File: src/hdl/wnc_pkg.sv
`timescale 1ns / 1ps
`default_nettype none

package wnc_pkg;

    // status codes carried on each result
    localparam logic [1:0] ST_OK       = 2'd0;
    localparam logic [1:0] ST_ZERO_SUM = 2'd1;
    localparam logic [1:0] ST_OVERFLOW = 2'd2;

    typedef struct packed {
        logic [15:0] weight;
        logic        last;
    } t_in;

    typedef struct packed {
        logic [1:0]  status;
        logic [5:0]  entry_index;
        logic [16:0] normalized_weight;
        logic [16:0] cumulative_weight;
        logic        end_of_set;
    } t_out;

    typedef enum logic [1:0] {
        S_LOAD,
        S_READ,
        S_PREP,
        S_DIV
    } t_state;

endpackage

`default_nettype wire

File: src/hdl/wnc_div.sv
`timescale 1ns / 1ps
`default_nettype none

// Restoring divider, one quotient bit per cycle, dividend shifted out MSB first.
module wnc_div #(
    parameter int DIVIDEND_W = 32,
    parameter int DIVISOR_W  = 22,
    parameter int QUOT_W     = 17
) (
    input  wire logic                  i_clk,
    input  wire logic                  i_rst_n,
    input  wire logic                  i_start,
    input  wire logic [DIVIDEND_W-1:0] i_dividend,
    input  wire logic [DIVISOR_W-1:0]  i_divisor,
    output logic                       o_done,
    output logic [QUOT_W-1:0]          o_quotient
);

    localparam int CNT_W = $clog2(DIVIDEND_W);

    logic [DIVIDEND_W-1:0] r_dq;
    logic [DIVISOR_W-1:0]  r_rem;
    logic [DIVISOR_W-1:0]  r_d;
    logic [CNT_W-1:0]      r_cnt;
    logic                  r_busy;
    logic                  r_done;

    logic [DIVISOR_W:0]    shifted;
    logic                  ge;
    logic [DIVISOR_W-1:0]  n_rem;

    always_comb begin
        shifted = {r_rem, r_dq[DIVIDEND_W-1]};
        ge      = shifted >= {1'b0, r_d};
        n_rem   = ge ? DIVISOR_W'(shifted - {1'b0, r_d}) : DIVISOR_W'(shifted);
    end

    always_ff @(posedge i_clk) begin
        if (!i_rst_n) begin
            r_busy <= 1'b0;
            r_done <= 1'b0;
            r_cnt  <= '0;
        end else begin
            r_done <= 1'b0;
            if (i_start) begin
                r_busy <= 1'b1;
                r_cnt  <= '0;
            end else if (r_busy) begin
                r_cnt <= r_cnt + CNT_W'(1);
                if (r_cnt == CNT_W'(DIVIDEND_W - 1)) begin
                    r_busy <= 1'b0;
                    r_done <= 1'b1;
                end
            end
        end
    end

    always_ff @(posedge i_clk) begin
        if (i_start) begin
            r_dq  <= i_dividend;
            r_rem <= '0;
            r_d   <= i_divisor;
        end else if (r_busy) begin
            r_dq  <= {r_dq[DIVIDEND_W-2:0], ge};
            r_rem <= n_rem;
        end
    end

    assign o_done     = r_done;
    assign o_quotient = r_dq[QUOT_W-1:0];

endmodule

`default_nettype wire

File: src/hdl/weight_normalize_cumulate.sv
`timescale 1ns / 1ps
`default_nettype none

// Weight normalisation with cumulative sum. Weights are loaded one item per
// cycle while busy is low; each is stored and added to the set's sum, and
// weights beyond DEPTH are dropped and flag the set as overflowed. On the item
// marked last the set closes. A zero sum gives a single zero-sum result on the
// cycle after that item, and loading may carry on at once. Otherwise busy
// rises and one result per stored weight follows, in order. For each, the
// store is read, the divider is loaded, the bit-serial restoring divider
// forms the quotient bit by bit, and the result is registered. Each result is
// shown for exactly one cycle with o_valid high; the receiver cannot stall,
// so it must take every strobe. The weight store needs no clearing after
// reset: only entries written in the current set are read.
module weight_normalize_cumulate #(
    parameter int DEPTH       = 64,
    parameter int WEIGHT_BITS = 16,
    parameter int FRAC_BITS   = 16
) (
    input  wire logic          i_clk,
    input  wire logic          i_rst_n,
    input  wire logic          start,
    output logic               busy,
    input  wire wnc_pkg::t_in  i_item,
    output logic               o_valid,
    output wnc_pkg::t_out      o_result
);

    import wnc_pkg::*;

    localparam int IDX_W    = $clog2(DEPTH);
    localparam int FILL_W   = $clog2(DEPTH + 1);
    localparam int SUM_W    = WEIGHT_BITS + $clog2(DEPTH);   // never wraps
    localparam int DIVD_W   = WEIGHT_BITS + FRAC_BITS;
    localparam int NORM_W   = FRAC_BITS + 1;                  // Q1.FRAC

    // weight store, registered read
    logic [WEIGHT_BITS-1:0] mem [DEPTH];
    logic [WEIGHT_BITS-1:0] r_rd_data;

    t_state                 r_state, n_state;
    logic [FILL_W-1:0]      r_fill;
    logic [SUM_W-1:0]       r_sum;
    logic                   r_ovf;
    logic [IDX_W-1:0]       r_idx;
    logic [NORM_W-1:0]      r_cum;
    logic                   r_valid;
    t_out                   r_out;

    logic                   accept;
    logic                   room;
    logic [WEIGHT_BITS-1:0] w;
    logic [SUM_W-1:0]       n_sum;
    logic                   div_start;
    logic                   div_done;
    logic [NORM_W-1:0]      quot;
    logic [NORM_W-1:0]      n_cum;
    logic                   last_entry;

    assign accept     = start && (r_state == S_LOAD);
    assign room       = r_fill < FILL_W'(DEPTH);
    assign w          = WEIGHT_BITS'(i_item.weight);
    assign n_sum      = room ? r_sum + SUM_W'(w) : r_sum;
    assign n_cum      = r_cum + quot;
    assign last_entry = (FILL_W'(r_idx) + FILL_W'(1)) == r_fill;

    always_ff @(posedge i_clk) begin
        if (accept && room) begin
            mem[r_fill[IDX_W-1:0]] <= w;
        end
        r_rd_data <= mem[r_idx];
    end

    wnc_div #(
        .DIVIDEND_W (DIVD_W),
        .DIVISOR_W  (SUM_W),
        .QUOT_W     (NORM_W)
    ) u_div (
        .i_clk      (i_clk),
        .i_rst_n    (i_rst_n),
        .i_start    (div_start),
        .i_dividend ({r_rd_data, {FRAC_BITS{1'b0}}}),
        .i_divisor  (r_sum),
        .o_done     (div_done),
        .o_quotient (quot)
    );

    // sequencer: load weights, then read / divide / emit per entry
    always_comb begin
        n_state   = r_state;
        div_start = 1'b0;
        unique case (r_state)
            S_LOAD: begin
                if (accept && i_item.last && (n_sum != '0)) begin
                    n_state = S_READ;
                end
            end
            S_READ: begin
                n_state = S_PREP;
            end
            S_PREP: begin
                div_start = 1'b1;
                n_state   = S_DIV;
            end
            S_DIV: begin
                if (div_done) begin
                    n_state = last_entry ? S_LOAD : S_READ;
                end
            end
            default: n_state = S_LOAD;
        endcase
    end

    always_ff @(posedge i_clk) begin
        if (!i_rst_n) begin
            r_state <= S_LOAD;
            r_fill  <= '0;
            r_sum   <= '0;
            r_ovf   <= 1'b0;
            r_idx   <= '0;
            r_cum   <= '0;
            r_valid <= 1'b0;
        end else begin
            r_state <= n_state;
            r_valid <= 1'b0;
            if (accept) begin
                if (i_item.last && (n_sum == '0)) begin
                    // zero-sum set: one zero-sum item, state clears at once
                    r_valid <= 1'b1;
                    r_fill  <= '0;
                    r_sum   <= '0;
                    r_ovf   <= 1'b0;
                end else begin
                    r_sum <= n_sum;
                    if (room) begin
                        r_fill <= r_fill + FILL_W'(1);
                    end else begin
                        r_ovf <= 1'b1;
                    end
                end
                r_idx <= '0;
                r_cum <= '0;
            end else if ((r_state == S_DIV) && div_done) begin
                r_valid <= 1'b1;
                r_cum   <= n_cum;
                if (last_entry) begin
                    r_idx  <= '0;
                    r_fill <= '0;
                    r_sum  <= '0;
                    r_ovf  <= 1'b0;
                end else begin
                    r_idx <= r_idx + IDX_W'(1);
                end
            end
        end
    end

    // result register, no reset needed
    always_ff @(posedge i_clk) begin
        if (accept && i_item.last && (n_sum == '0)) begin
            r_out.status            <= ST_ZERO_SUM;
            r_out.entry_index       <= '0;
            r_out.normalized_weight <= '0;
            r_out.cumulative_weight <= '0;
            r_out.end_of_set        <= 1'b1;
        end else if ((r_state == S_DIV) && div_done) begin
            r_out.status            <= r_ovf ? ST_OVERFLOW : ST_OK;
            r_out.entry_index       <= 6'(r_idx);
            r_out.normalized_weight <= 17'(quot);
            r_out.cumulative_weight <= 17'(n_cum);
            r_out.end_of_set        <= last_entry;
        end
    end

    assign busy     = r_state != S_LOAD;
    assign o_valid  = r_valid;
    assign o_result = r_out;

endmodule

`default_nettype wire

File: config.mk
export PLATFORM = sky130hd
export DESIGN_NAME = weight_normalize_cumulate
export DESIGN_NICKNAME = d
export VERILOG_FILES = /design/src/hdl/wnc_pkg.sv /design/src/hdl/wnc_div.sv /design/src/hdl/weight_normalize_cumulate.sv
export SDC_FILE = /design/constraint.sdc
export NUM_CORES = 1
export LEC_CHECK = 0
export BUFFER_PORTS_ARGS = -buffer_cell sky130_fd_sc_hd__buf_2
export CAP_MARGIN = 15
export CORE_ASPECT_RATIO = 1.2
export CORE_UTILIZATION = 63
export DETAILED_ROUTE_END_ITERATION = 10
export PLACE_DENSITY_LB_ADDON = 0.12
export SLEW_MARGIN = 20
export SYNTH_ARGS = -nofsm -noshare
export SYNTH_HDL_FRONTEND = slang
export SYNTH_HIERARCHICAL = 1
export SYNTH_SLANG_ARGS = --single-unit
export TNS_END_PERCENT = 1
File: constraint.sdc
create_clock -name i_clk -period 3.99 [get_ports i_clk]
set_clock_uncertainty 0.1 [all_clocks]
set_input_delay 0.1995 -clock i_clk [delete_from_list [all_inputs] [get_ports i_clk]]
set_output_delay 0.1995 -clock i_clk [all_outputs]
set_load 0.005 [all_outputs]
==> impl_metrics.yaml, run 1 <==
floorplanning:
  design.core.area_sq_um: 78200
  dieArea_sq_um: 80700
  ios: 65
  die_width_um: 259
  die_h_um: 311
  initial_utilization_pct: 64.1
  core_rows: 112
sta:
  slew_headroom_pct: 32.3
  max_slew.worst_pin.slew_ns: 1.02
  layout_min_cycle_time_ns: 3.73
  grt_setup_unrepaired: "no"
  setup-tns-final_ns: 0
  maxSlewViolCount: 0
  clock.fmax_mhz: 268
  finalHoldViolations: 0
  timing.hold.ws_ns: 0.110
  timing.final.crit_share_pct: 93.6
  final-setup-viol-count: 0
routing:
  wl_um: 121000
  drtIter0Drc: 3295
  drt_pass1_iterations: 5
  drt-wirelength-per-cell_um: 30.1
  vias: 26878
  post_route_antenna_net_violation_count: 0
  route.detailed.drc: 0
  post_drt_via_cell_ratio: 6.68
job:
  timing.max_cap.violations: 0
cells_and_area:
  drive_gt1_share_pct: 25.6
  fillCellCount: 4671
  area_used_by_multi_input_combinational_logic_sq_um: 14000
  layout-area-overhead-vs-synth_pct: 11.6
  fin_nets: 2989
  area_occupied_by_registers_sq_um: 35300
clock_network:
  cts.root.buffer_cell: "sky130_fd_sc_hd__clkbuf_16"
  post-cts-setup-buffers: 0
  cts_tree: "built"
  clkLatencyLatePin_ns: 0.70
  cts.sink_count: 1222
  clk_pin_slew_ns: 0.06
  cts_max_path_buffers: 3
  numCtsBuffers: 112
  htree_num_levels: 3
worst_hold_path:
  hold_path.class: "input pin to register"
pwr:
  fin_total_pwr_mw: 29.7
  vdd_ir_drop_max_mv: 0.437
  static-leakage-power_nw: 18.1
  power.density_nw_per_um2: 531
global_routing:
  wire_length_of_the_first_global_routing_pass_um: 178000
  globalRoute.totalOverflow: 0
  track_usage_pct: 30.7
  grt_start_max_net_pins: 130
  grt_antenna_before_repair: 8
  number_of_global_route_vias_before_repair: 27036
run_status:
  status: "finished, final reports clean"
synthesis:
  synth-async-reset-ratio_pct: 0
  postSynthAreaPerCell_sq_um: 18.3
  synth.top_cell.area_share_pct: 64.6
  synth_flop_cell: "sky130_fd_sc_hd__edfxtp_1"
  synth_area_leader_cell: "sky130_fd_sc_hd__edfxtp_1"
  post_synth_instance_area_sq_um: 50100
  yosys.area_share.adder_pct: 1.67
  yosys-mux-area-fraction_pct: 16.2
  most_common_cell_in_the_netlist: "sky130_fd_sc_hd__edfxtp_1"
  yosys_register_bits: 1222
  seq_area_frac_synth_pct: 70.4
  ys_top_cells_by_area: "sky130_fd_sc_hd__edfxtp_1 65%, sky130_fd_sc_hd__mux4_2 15%, sky130_fd_sc_hd__dfxtp_1 5.8%"
  synth-compound-area-share_pct: 4.79
  synth_common_cells: "1078 x sky130_fd_sc_hd__edfxtp_1, 336 x sky130_fd_sc_hd__mux4_2, 144 x sky130_fd_sc_hd__dfxtp_1"
  xor_xnor_cell_area_share_of_the_yosys_netlist_pct: 0.779
  synth_top_family_by_area: "multiplexers"
  yosysUniqueCellTypes: 94
  synth-warning-count: 6
  synthSimpleGateAreaFrac_pct: 4.31
  synth-edff-count: 1078
  synthesized_instance_count: 2739
setup_path:
  worst_setup_path_endpoint: "r_fill[3]"
  ff2ff_path_depth: 12
  worstSetupPathType: "register to register"
  rr_endpoint: "r_fill[3]"
  timing.critical_path.required_ns: 4.44
  setup.worst_path.start_class: "register"
  critPathArrivalTime_ns: 4.19
  worst-path-max-fanout: 8
  crit_start: "r_sum[0]"
  reg2reg_slack_ns: 0.26
  timing.rr.start: "r_sum[0]"
  cp-end-kind: "register"
place:
  place.port_buffers: 64
  place.detailed.hpwl_um: 73700
  routabilityCongestion: 0.882
how the worst min path moves through the flow:
stage                             from      endpoint  slack (ns)  cells past startpoint
after global routing         i_item[2]      r_sum[1]        0.11                      3
after CTS                    i_item[2]    mem[56][1]        0.09                      2
after floorplan              i_item[1]     mem[0][0]        0.20                      0
final                        i_item[2]      r_sum[1]        0.11                      3
after detailed placement  o_result[13]  o_result[13]        0.35                      2
after global placement    o_result[41]  o_result[41]        0.33                      1
layout by cell type, fill, tap and decap left out, types with 16 or more instances in the layout:
cell type,synthesis,routed
sky130_fd_sc_hd__nor3_1,35,35
sky130_fd_sc_hd__clkinv_2,0,16
sky130_fd_sc_hd__buf_2,19,64
sky130_fd_sc_hd__a21o_1,23,23
sky130_fd_sc_hd__clkinv_1,0,24
sky130_fd_sc_hd__clkbuf_1,92,19
sky130_fd_sc_hd__inv_1,59,59
sky130_fd_sc_hd__o21ai_0,48,48
sky130_fd_sc_hd__xnor2_1,25,25
sky130_fd_sc_hd__mux2i_1,17,17
sky130_fd_sc_hd__mux4_2,336,336
sky130_fd_sc_hd__a21oi_1,101,101
sky130_fd_sc_hd__edfxtp_1,1078,1078
sky130_fd_sc_hd__mux2_2,31,31
sky130_fd_sc_hd__nand3_1,30,30
sky130_fd_sc_hd__xor2_1,17,17
sky130_fd_sc_hd__clkbuf_16,0,117
sky130_fd_sc_hd__nor2_1,142,136
sky130_fd_sc_hd__a211oi_1,28,28
sky130_fd_sc_hd__ha_1,62,61
sky130_fd_sc_hd__conb_1,1,16
sky130_fd_sc_hd__dfxtp_1,144,140
sky130_fd_sc_hd__nand2_1,137,136
sky130_fd_sc_hd__buf_4,19,116
sequential cells by signal, indices dropped and copies added, names as in the netlist:
name and cells:
mem 1024, o_result 43, u_div/r_dq 32, r_sum 22, u_div/r_d 22, u_div/r_rem 22
r_cum 17, r_rd_data 16, r_fill 7, r_idx 6, u_div/r_cnt 5, r_state 2
o_valid 1, r_ovf 1, u_div/o_done 1, u_div/r_busy 1
area by class of cell:
class,count,area share (%)
clock inverter,59,0.799
multi-input combinational,1305,25.0
sequential,1222,63.1
clock buffer,149,5.64
inverter,59,0.396
timing repair buffer,204,2.76
antenna,2,0.00895
tap,1026,2.30
kinds of logic after synthesis:
group / Yosys count
AO/OA/AOI/OAI: 342
XOR/XNOR: 43
adder cells (fa/ha/maj): 65
buffers and inverters: 227
flip-flops: 1222
multiplexers: 385
other: 1
AND/OR/NAND/NOR: 454
metrics by stage:
step / cell area (sq um) / setup slack (ns) / instances / utilization (%)
floorplan: 50200 / 0.583 / 2754 / -
global placement: 52200 / 0.183 / 3803 / 66.7
detailed placement: 52200 / 0.150 / 3803 / 66.7
CTS: 55900 / 0.264 / 4024 / 71.5
global route: 55900 / 0.0627 / 4024 / 71.5
finish: 55900 / 0.256 / 4026 / 71.5
worst max-delay path: stages (launching register included):
cell and delay (ns):
sky130_fd_sc_hd__dfxtp_1 0.34, sky130_fd_sc_hd__ha_1 0.22, sky130_fd_sc_hd__fa_1 0.43, sky130_fd_sc_hd__a21oi_1 0.24, sky130_fd_sc_hd__o221a_2 0.27, sky130_fd_sc_hd__nor4_2 0.06
sky130_fd_sc_hd__a211oi_1 0.32, sky130_fd_sc_hd__mux2_4 0.35, sky130_fd_sc_hd__a2111oi_4 0.35, sky130_fd_sc_hd__nand4b_4 0.15, sky130_fd_sc_hd__buf_4 0.19, sky130_fd_sc_hd__a221oi_4 0.44
sky130_fd_sc_hd__o221ai_1 0.15
per-layer routing:
layer  GRT usage, %  vias up  part of all wire [%]
li1               -    11398                     -
met3           5.23      261                   8.4
met4           12.0        2                   4.0
met2           51.1     1352                    51
met5              0        -                 0.011
met1           40.9    13865                    37
timing repair:
| action | CTS | global route |
|---|---|---|
| hold buffers | 13 | 0 |
| setup endpoints to repair | 0 | 1 |
| resized for setup | 0 | 1 |
| endpoints found under the hold margin | 104 | 0 |
power by group:
| part | leakage [nW] | internal [mW] | switching [mW] |
|---|---|---|---|
| registers | 10.9 | 14.6 | 0.391 |
| logic | 5.42 | 1.65 | 2.60 |
| clock network | 1.76 | 5.82 | 4.65 |
Power figures use the tool's default switching activity.
==> inputs of run 2 (changes only) <==
CORE_MARGIN = 10   (was default)
==> run 2 against run 1 <==
Effect of this change:
- worst hold slack better by 0.12 ns
- clock power hardly changed
- fmax is 0.38% higher
- worst setup slack better by 0.014 ns
- via count is 0.37% lower
- non-clock buffer count is 24 higher
- flip-flop and latch count stayed put
- cell count is 0.82% higher
- critical path depth stayed put
- critical path type is now input pin to register
==> impl_metrics.yaml, run 2 (synthesis results as in run 1) <==
global_routing:
  wire_length_of_the_first_global_routing_pass_um: 181000
  track_usage_pct: 26.9
  globalRoute.totalOverflow: 0
  grt_start_max_net_pins: 136
  grt_antenna_before_repair: 2
  number_of_global_route_vias_before_repair: 27377
clock_network:
  numCtsBuffers: 114
  cts.root.buffer_cell: "sky130_fd_sc_hd__clkbuf_16"
  htree_num_levels: 3
  clk_pin_slew_ns: 0.06
  cts_max_path_buffers: 3
  cts_tree: "built"
  cts.sink_count: 1222
  clkLatencyLatePin_ns: 0.70
place:
  place.detailed.hpwl_um: 74400
  place.port_buffers: 64
  dp_cells: 3832
  routabilityCongestion: 0.874
  dp_slack_ns: 0.115
  place_area_sq_um: 52300
pwr:
  power.internal_mw: 22.0
  p_sw_share_pct: 25.6
  sequentialPowerShare_pct: 50.6
  static-leakage-power_nw: 18.1
  vdd_ir_drop_max_mv: 0.414
  total_switching_power_mw: 7.56
  p_comb_share_pct: 14.8
  power.density_nw_per_um2: 528
  fin_total_pwr_mw: 29.6
  power.share.clock_pct: 34.6
cells_and_area:
  number_of_flip_flops_in_the_largest_register: 1024
  fin_cells: 4059
  final_cell_area_sq_um: 56000
  layout-area-overhead-vs-synth_pct: 11.8
  fin_nets: 3015
  drive_gt1_share_pct: 25.5
  fillCellCount: 4763
  layout.cells.most_common_list: "1078 x sky130_fd_sc_hd__edfxtp_1, 336 x sky130_fd_sc_hd__mux4_2, 142 x sky130_fd_sc_hd__nor2_1"
  layout.cells.most_common: "sky130_fd_sc_hd__edfxtp_1"
run_status:
  status: "finished, final reports clean"
floorplanning:
  die_h_um: 329
  design.core.area_sq_um: 79000
  ios: 65
  die_width_um: 277
  initial_utilization_pct: 63.4
  core_rows: 113
  dieArea_sq_um: 91300
sta:
  layout_min_cycle_time_ns: 3.72
  final-setup-viol-count: 0
  max_slew.worst_pin.slew_ns: 1.04
  setup_ws_ns: 0.270
  finalHoldViolations: 0
  setup-tns-final_ns: 0
  maxSlewViolCount: 0
  slew_headroom_pct: 30.6
  timing.final.crit_share_pct: 93.2
  clock.fmax_mhz: 269
  grt_setup_unrepaired: "no"
routing:
  drtIter0Drc: 3072
  wl_um: 122000
  met1Wirelength_um: 46000
  highest_signal_layer_in_the_routed_design: "met5"
  drt-wirelength-per-cell_um: 30.0
  drt_pass1_iterations: 5
  route.detailed.drc: 0
  route.met2.wl_um: 62400
  post_drt_via_cell_ratio: 6.60
  routed-wl-met3_um: 9420
  vias: 26779
  post_route_antenna_net_violation_count: 0
setup_path:
  cp-end-kind: "register"
  setup.worst_path.start_class: "input pin"
  timing.critical_path.required_ns: 4.47
  worstSetupPathType: "input pin to register"
  critPathArrivalTime_ns: 4.20
  worst-path-max-fanout: 23
job:
  timing.max_cap.violations: 0
worst_hold_path:
  hold_path.class: "input pin to register"
==> run 2: changes by cell type in the layout (fill, tap and decap cells not counted), sizes merged <==
| cell | delta |
|---|---|
| diode | -1 |
| buf | +20 |
| clkinv | +4 |
| clkinvlp | +1 |
| dlygate4sd3 | +4 |
| bufinv | +1 |
| inv | -2 |
| clkbuf | -3 |
==> run 2: critical path, cell delays in order <==
cell and delay [ns]:
sky130_fd_sc_hd__dlygate4sd3_1 0.52, sky130_fd_sc_hd__buf_2 0.45, sky130_fd_sc_hd__ha_1 0.40, sky130_fd_sc_hd__nand4_1 0.21, sky130_fd_sc_hd__a211oi_1 0.33, sky130_fd_sc_hd__a211o_1 0.24
sky130_fd_sc_hd__a41oi_1 0.23, sky130_fd_sc_hd__o31a_1 0.32, sky130_fd_sc_hd__a2111oi_4 0.27, sky130_fd_sc_hd__nand4b_4 0.14, sky130_fd_sc_hd__a221o_1 0.53, sky130_fd_sc_hd__a22o_1 0.30
==> run 2: final timing paths <==
kind / depth (start not counted) / endpoint / slack, ns / start
max: 12 / r_sum[7] / 0.27 / i_item[10]
min: 2 / mem[36][3] / 0.23 / i_item[4]
max reg2reg: 11 / r_sum[7] / 0.28 / r_sum[0]
min reg2reg: 2 / o_result[37] / 0.35 / o_result[37]
==> run 2: stage by stage <==
stage | utilization, % | hold WS [ns]
2_1_floorplan | - | 0.198
3_3_place_gp | 66.2 | 0.338
3_5_place_dp | 66.2 | 0.342
4_1_cts | 70.8 | 0.231
5_1_grt | 70.9 | 0.252
6_report | 70.9 | 0.230
==> run 2: layer usage <==
| layer | vias up | GRT usage, % |
|---|---|---|
| li1 | 11448 | - |
| met1 | 13850 | 35.3 |
| met2 | 1244 | 46.0 |
| met3 | 235 | 3.98 |
| met4 | 2 | 9.25 |
| met5 | - | 0 |
==> run 2: power groups by stage <==
| stage | clock network (mW) | registers, mW | logic, mW |
|---|---|---|---|
| 3_5_place_dp | 0 | 15.2 | 4.31 |
| 5_1_grt | 10.9 | 15.0 | 4.75 |
| 2_1_floorplan | 0 | 15.0 | 3.12 |
| 3_3_place_gp | 0 | 15.2 | 4.22 |
| 4_1_cts | 10.3 | 14.9 | 4.35 |
| 6_report | 10.2 | 14.9 | 4.38 |
==> run 2: final cells by class <==
type	instances	area [sq um]	area share (%)
clock buffers	146	3050	5.44
well taps	1035	1290	2.31
repair buffers	228	1760	3.14
inverters	59	221	0.395
diodes	1	2.50	0.00447
multi-input cells	1305	14000	25.0
flip-flops and latches	1222	35300	63.0
clock inverters	63	434	0.775
==> run 2: what timing repair did <==
action                     CTS  global route
setup endpoints to repair    0             5
hold buffers                17             0
gates resized for setup      0             2
hold endpoints to repair   207             0
setup buffers                0             0
